===== src/kfpv_pkg.sv =====
// Shared types and constants for the position/velocity Kalman filter core.
// Holds fixed-point widths, reset values, the controller state and command types.
// Depends on nothing; every other file of the block imports it.
`default_nettype none

package kfpv_pkg;

	// Fixed-point format and data widths.
	localparam int FRAC_BITS = 16;
	localparam int DW        = 32;            // signed state and field width
	localparam int VW        = DW - 1;        // width of the non-negative variances
	localparam int PROD_W    = 2 * DW;        // full product width
	localparam int RND_W     = PROD_W - FRAC_BITS;
	localparam int SUM_W     = RND_W + 2;     // room for any sum in the datapath

	// Gain divider: dividend is |p| scaled by 2^FRAC_BITS, divisor is S.
	localparam int S_W        = DW;
	localparam int DIVIDEND_W = DW + FRAC_BITS;
	localparam int DIV_RADIX  = 2;            // quotient bits per cycle
	localparam int DIV_CYC    = (DIVIDEND_W + DIV_RADIX - 1) / DIV_RADIX;
	localparam int DIV_PAD_W  = DIV_CYC * DIV_RADIX;

	localparam int NUM_OPS = 6;               // products in the measurement update
	localparam int CNT_W   = $clog2(DIV_CYC);

	// Configuration register indexes.
	localparam int CFG_IDX_W = 2;
	localparam logic [CFG_IDX_W-1:0] REG_MEAS_VAR   = 2'd0;
	localparam logic [CFG_IDX_W-1:0] REG_MOTION_POS = 2'd1;
	localparam logic [CFG_IDX_W-1:0] REG_MOTION_VEL = 2'd2;

	// Reset values. The initial variance is clipped if it does not fit.
	localparam logic [63:0]   COV_INIT_WIDE = 64'd1000 << FRAC_BITS;
	localparam logic [VW-1:0] COV_INIT = (COV_INIT_WIDE > 64'h7FFF_FFFF) ?
		{VW{1'b1}} : COV_INIT_WIDE[VW-1:0];
	localparam logic [VW-1:0] MEAS_VAR_INIT = VW'(1) << FRAC_BITS;

	// One multiply-and-correct operation of the measurement update.
	typedef enum logic [2:0] {
		OP_P0,
		OP_V0,
		OP_A00,
		OP_A01,
		OP_A10,
		OP_A11
	} mul_op_t;

	typedef enum logic [2:0] {
		ST_IDLE,
		ST_DIV,
		ST_GAIN,
		ST_MUL,
		ST_DRAIN,
		ST_COMMIT
	} ctrl_state_t;

	typedef struct packed {
		logic    start;      // beat taken: form y and S, load the dividers
		logic    div_step;   // advance both dividers
		logic    gain;       // finish and saturate the two gains
		logic    mul_valid;  // issue one product into the multiplier pipe
		mul_op_t mul_op;
		logic    commit;     // run the prediction and publish the result
	} dp_cmd_t;

	typedef struct packed {
		logic mul_busy;
	} dp_status_t;

endpackage

`default_nettype wire


===== src/kfpv_ctrl.sv =====
// Sequencer of the Kalman filter core: handshakes, divider, products, commit.
// Drives the datapath through dp_cmd_t; imports kfpv_pkg.
`default_nettype none

module kfpv_ctrl (
	input  wire logic                 clk,
	input  wire logic                 arst_n,
	input  wire logic                 in_valid,
	output logic                      in_stall,
	output logic                      out_valid,
	input  wire logic                 out_stall,
	input  wire kfpv_pkg::dp_status_t status,
	output kfpv_pkg::dp_cmd_t         cmd
);
	import kfpv_pkg::*;

	ctrl_state_t      state_q, state_n;
	logic [CNT_W-1:0] cnt_q, cnt_n;
	logic             out_valid_q;

	function automatic mul_op_t op_for(input logic [CNT_W-1:0] idx);
		mul_op_t op;
		case (idx)
			CNT_W'(0): op = OP_P0;
			CNT_W'(1): op = OP_V0;
			CNT_W'(2): op = OP_A00;
			CNT_W'(3): op = OP_A01;
			CNT_W'(4): op = OP_A10;
			CNT_W'(5): op = OP_A11;
			default:   op = OP_P0;
		endcase
		return op;
	endfunction

	always_ff @(posedge clk or negedge arst_n) begin
		if (!arst_n) begin
			state_q     <= ST_IDLE;
			cnt_q       <= '0;
			out_valid_q <= 1'b0;
		end else begin
			state_q <= state_n;
			cnt_q   <= cnt_n;
			if (cmd.commit) begin
				out_valid_q <= 1'b1;
			end else if (out_valid_q && !out_stall) begin
				out_valid_q <= 1'b0;
			end
		end
	end

	always_comb begin
		state_n    = state_q;
		cnt_n      = cnt_q;
		cmd        = '0;
		cmd.mul_op = OP_P0;
		in_stall   = 1'b1;
		case (state_q)
			ST_IDLE: begin
				in_stall = 1'b0;
				if (in_valid) begin
					cmd.start = 1'b1;
					cnt_n     = '0;
					state_n   = ST_DIV;
				end
			end
			ST_DIV: begin
				cmd.div_step = 1'b1;
				if (cnt_q == CNT_W'(DIV_CYC - 1)) begin
					state_n = ST_GAIN;
				end else begin
					cnt_n = cnt_q + 1'b1;
				end
			end
			ST_GAIN: begin
				cmd.gain = 1'b1;
				cnt_n    = '0;
				state_n  = ST_MUL;
			end
			ST_MUL: begin
				cmd.mul_valid = 1'b1;
				cmd.mul_op    = op_for(cnt_q);
				if (cnt_q == CNT_W'(NUM_OPS - 1)) begin
					state_n = ST_DRAIN;
				end else begin
					cnt_n = cnt_q + 1'b1;
				end
			end
			ST_DRAIN: begin
				if (!status.mul_busy) begin
					state_n = ST_COMMIT;
				end
			end
			ST_COMMIT: begin
				// The published state is the result, so wait until the last one is gone.
				if (!out_valid_q || !out_stall) begin
					cmd.commit = 1'b1;
					state_n    = ST_IDLE;
				end
			end
			default: begin
				state_n = ST_IDLE;
			end
		endcase
	end

	assign out_valid = out_valid_q;

endmodule

`default_nettype wire


===== config.mk =====
export PLATFORM = sky130hd
export DESIGN_NAME = kfpv_ctrl
export DESIGN_NICKNAME = d
export VERILOG_FILES = /design/src/kfpv_pkg.sv /design/src/kfpv_ctrl.sv
export SDC_FILE = /design/constraint.sdc
export NUM_CORES = 1
export LEC_CHECK = 0
export BUFFER_PORTS_ARGS = -buffer_cell sky130_fd_sc_hd__buf_2
export CAP_MARGIN = 20
export CORE_AREA = 4 4 41 43
export DETAILED_ROUTE_END_ITERATION = 16
export DIE_AREA = 0 0 45 47
export PLACE_DENSITY_LB_ADDON = 0.12
export SLEW_MARGIN = 0
export SYNTH_ARGS = -nofsm -noshare
export SYNTH_HDL_FRONTEND = slang
export SYNTH_SLANG_ARGS = --single-unit
export TNS_END_PERCENT = 10

===== constraint.sdc =====
create_clock -name clk -period 3.54 [get_ports clk]
set_input_delay 0.708 -clock clk [delete_from_list [all_inputs] [get_ports clk]]
set_output_delay 0.708 -clock clk [all_outputs]
set_load 0.01 [all_outputs]

# Yosys cells after proc, flatten, opt, wreduce, memory -nomap -nowiden
# Index checks and enable logic that the tools add are counted.
totals:
  reg_bits: 9
  in_bits: 5
  output_inout_bits: 10
  word_cells: 52
op_classes:
  add_sub_neg: 1
  eq_ne: 18
  n_mux: 21
  n_reduce_logical: 9
ops:
  columns: ["cell", "n"]
  rows:
  - ["5-bit case mux with 4 select lines", 1]
  - ["3-bit case mux with 6 select lines", 1]
  - ["3-bit 2-to-1 mux", 5]
  - ["5-bit 2-to-1 mux", 3]
  - ["3-bit case mux with 5 select lines", 1]
  - ["2-bit != test (second input constant)", 7]
  - ["5-bit by 2-bit equality test with 1-bit output (second input constant)", 2]
  - ["5-bit by 3-bit equality test with 1-bit output (second input constant)", 2]
  - ["1-bit 2-to-1 mux", 9]
  - ["3-bit by 2-bit equality test with 1-bit output (second input constant)", 2]
  - ["3-bit equality test (second input constant)", 2]
  - ["5-bit by 1-bit adder with 5-bit output (second input constant)", 1]
  - ["5-bit by 1-bit equality test with 1-bit output (second input constant)", 1]
  - ["5-bit equality test (second input constant)", 1]
  - ["5-bit AND reduction", 1]
  - ["4-bit 2-to-1 mux", 1]
  - ["4-bit AND reduction", 1]
  - ["4-bit nonzero test", 1]
  - ["3-bit by 1-bit equality test with 1-bit output (second input constant)", 1]
  - ["3-bit zero test", 1]
  - ["1-bit zero test", 2]
  - ["2-bit nonzero test", 1]
  - ["1-bit logical AND", 1]
  - ["1-bit logical OR", 1]

# Longest topological paths before layout
depth:
  depth_word: 5
  mapped_depth: 5
  depth_no_buf: 5

# Worst setup path after synthesis
# Ideal clock, no wire load.
synth_path:
  path_kind: "reg-to-output"
  from: "register state_q[2]"
  to: "output cmd[2] in the netlist's numbering"
  arrival_time_ps: 1156
  required_ps: 2832
  slack_ps: 1676
  stages_incl_launch_ff: 5
  n_path_buf: 1
  path_cell_list: "dfrtp_1 nor2b_1 clkbuf_1 nand3_1 nor3_1"
synth_lines:
  columns: ["item", "line_no", "rtl"]
  rows:
  - ["start: declaration", "kfpv_ctrl.sv:17", "ctrl_state_t state_q, state_n;"]
  - ["start signal: assignment", "kfpv_ctrl.sv:41", "state_q <= state_n;"]
  - ["end: declaration", "kfpv_ctrl.sv:13", "output kfpv_pkg::dp_cmd_t cmd"]

==> impl_results.md <==
* Hold/Removal Path Class: in -> async
* GRT Total Usage at 17.5%
* Highest net fanout along the worst path at 11
* Library cell with the largest summed area after synthesis: dfrtp_1
* Most common cell after layout, fill and taps aside: buf_2
* Critical path arrival at 1.79 ns
* Clock tree from TritonCTS: done
* Overall via count from detail_route at 687
* Sequential element share of the synthesized area at 32.4%
* Hold buffer count at cts at 0
* Area of combinational cells with multiple inputs at 413 µm²
* Critical path data required time at 2.83 ns
* Latest clock arrival within the worst-skew pair at 0.27 ns
* Avg Inst Size Synth at 8.17 µm²
* Synth top area share at 32.4%
* Clk pin slew, worst setup/hold paths at 0.06 ns
* Number of post-CTS setup repair buffers at 0
* Synthesis warning total at 0
* Total DRC errors in the routed layout at 0
* Most instantiated flip-flop cell in the synthesis netlist: dfrtp_1
* Max-slew violation count at 0
* CTS Buf Count at 3
* Final hold violation count at 0
* Detailed router's first-iteration violation count at 18
* Unrepaired setup endpoints after global routing: false
* Synthesized area at 694 µm²
* Total power divided by cell area at 830 nW/µm²
* Clock buffer depth at 2
* Endpoint class of the critical path: output pin
* Worst slew margin relative to its limit at 69.8%
* Net total in the final layout at 107
* Number of top-level pins at 15
* Worst vdd rail ir drop at 0.509 mV
* Seq pwr share at 37.9%
* Final setup TNS at 0 ns
* Pin count of the biggest net entering global routing at 15
* TritonCTS sink count at 9
* Die Y-Extent at 47 µm
* Global-route congestion overflow total at 0
* Max Clock Freq at 401 MHz
* Post-route ant nets at 0
* Max-cap check violation count at 0
* Number of levels the H-tree was split into at 1
* Starting Density at 53.4%
* Number of detailed-routing iterations run before antenna repair at 4
* Status: complete, no violations
* Share of the core filled with cells in the final layout at 59.6%
* Placed Instances at 108
* Unique cell type count in the Yosys netlist at 33
* Minimum clock period at 2.50 ns
* Cell-internal power at 0.338 mW
* Core area at 1300 µm²
* Syn_nets at 94
* PostCTS Resize Cnt at 0
* #FFs+latches synth at 9
* Ys async rst share at 100%
* Area occupied by registers at 225 µm²
* Net switching share of the total power at 47.5%
* Post-placement worst setup slack at 1.31 ns
* Number of setup violations in the final report at 0
* Antenna cell count at 0
* Final setup margin at 1.04 ns
* Number of port buffers at 14
* Global-route wire length before repair at 2610 µm
* Vias in the first global route at 606
* Category of the critical setup timing path: reg -> out
* Horiz. Die Dim at 45 µm
* Part of the total power dissipated in combinational logic at 49.6%
* Clock network fraction of design power at 12.5%
* Routability cong. at 0.852
* Area growth, synth to finish at 11.7%
* Startpoint type of the worst setup path: flip-flop
* Fin crit share at 70.5%
* Number of synthesized flops with an enable pin at 0
* Clock root buffer: clkbuf_4
* Most frequent cells in the layout: buf_2, dfrtp_1, nand2_1
* Number of fill cells at 122
* Floorplan die area at 2120 µm²
* Via-to-Cell Ratio at 6.13
* Cell types occupying the most area after synthesis: dfrtp_1, ha_1, nand2_1
* Leakage Power at 0.388 nW
* Wire length reported by the detailed router at 1570 µm
* DP Wirelength at 1140 µm
* Final non-filler cell total at 112
* Clock skew after layout at 0.0109 ns
* DR WL/cell at 14.0 µm
* Synthesized instance count at 85
* Transition at the pin with the smallest max-transition slack at 0.452 ns
* Sw Pwr at 0.306 mW
* Initial antenna violation count at 0
* Proportion of layout cells with a drive suffix above 1 at 18.6%
* Count of standard-cell rows at 13
Yosys cell counts (2+ instances only):
| master | count |
|---|---|
| dfrtp_1 | 9 |
| nand2_1 | 8 |
| nor2_1 | 7 |
| a21oi_1 | 5 |
| inv_1 | 5 |
| o21ai_0 | 5 |
| ha_1 | 4 |
| nor2b_1 | 4 |
| buf_2 | 3 |
| nand3_1 | 3 |
| nor3_1 | 3 |
| and2_1 | 2 |
| and3_1 | 2 |
| and3b_1 | 2 |
| and4bb_1 | 2 |
| clkbuf_1 | 2 |
| mux2i_1 | 2 |
| o211ai_1 | 2 |
power by group through the flow:
| stage | clock, mW | sequential [mW] | combinational, mW |
|---|---|---|---|
| after detailed placement | 0 | 0.243 | 0.320 |
| after CTS | 0.0812 | 0.240 | 0.321 |
| final | 0.0805 | 0.244 | 0.319 |
| after floorplan | 0 | 0.184 | 0.302 |
| after global placement | 0 | 0.243 | 0.318 |
| after global routing | 0.0861 | 0.256 | 0.368 |
cell families after synthesis:
family / Yosys count / share of synthesized area, %
buf+inv: 12 / 8.11
flops: 9 / 32.4
fa+ha+maj: 4 / 7.21
compound gates: 21 / 19.6
mux: 2 / 2.88
simple gates: 37 / 29.7
routing by layer:
layer | GRT usage (%) | part of all wire (%)
met5 | 0 | 0
met4 | 8.77 | 1.9
met3 | 6.90 | 7.5
met2 | 27.4 | 47
met1 | 21.0 | 43
flip-flops by register name (all words and copies together) (netlist names):
signal	count
cnt_q	5
state_q	3
out_valid	1
worst paths after layout:
path	cells past startpoint	from	slack, ns	end
max	4	state_q[0]$_DFFE_PN0P_	1.04	cmd[2]
min	1	arst_n	0.28	cnt_q[4]$_DFFE_PN0P_
max reg2reg	4	cnt_q[0]$_DFFE_PN0P_	1.81	cnt_q[3]$_DFFE_PN0P_
min reg2reg	2	out_valid$_DFFE_PN0P_	0.55	out_valid$_DFFE_PN0P_
max in group asynchronous	1	arst_n	3.07	cnt_q[0]$_DFFE_PN0P_
min in group clk	2	out_valid$_DFFE_PN0P_	0.55	out_valid$_DFFE_PN0P_
per-stage QoR:
step / power (mW) / hold WS, ns / cell area [µm²]
floorplan: 0.486 / 0.412 / 694
global placement: 0.561 / 0.516 / 749
detailed placement: 0.563 / 0.536 / 749
CTS: 0.643 / 0.281 / 776
global route: 0.711 / 0.275 / 776
finish: 0.644 / 0.277 / 776
critical path, cell delays in order, from the launching register on:
cell	delay, ns
dfrtp_1	0.50
nor2b_1	0.44
nand3_1	0.24
nor3_1	0.20
buf_2	0.15
area by class of cell:
type	instances	share of cell area [%]
Tap cell	15	2.42
Timing Repair Buffer	14	9.03
Inverter	6	2.90
Clock buffer	4	3.39
Sequential cell	9	29.0
Multi-Input combinational cell	64	53.2
Power figures use the tool's default switching activity.
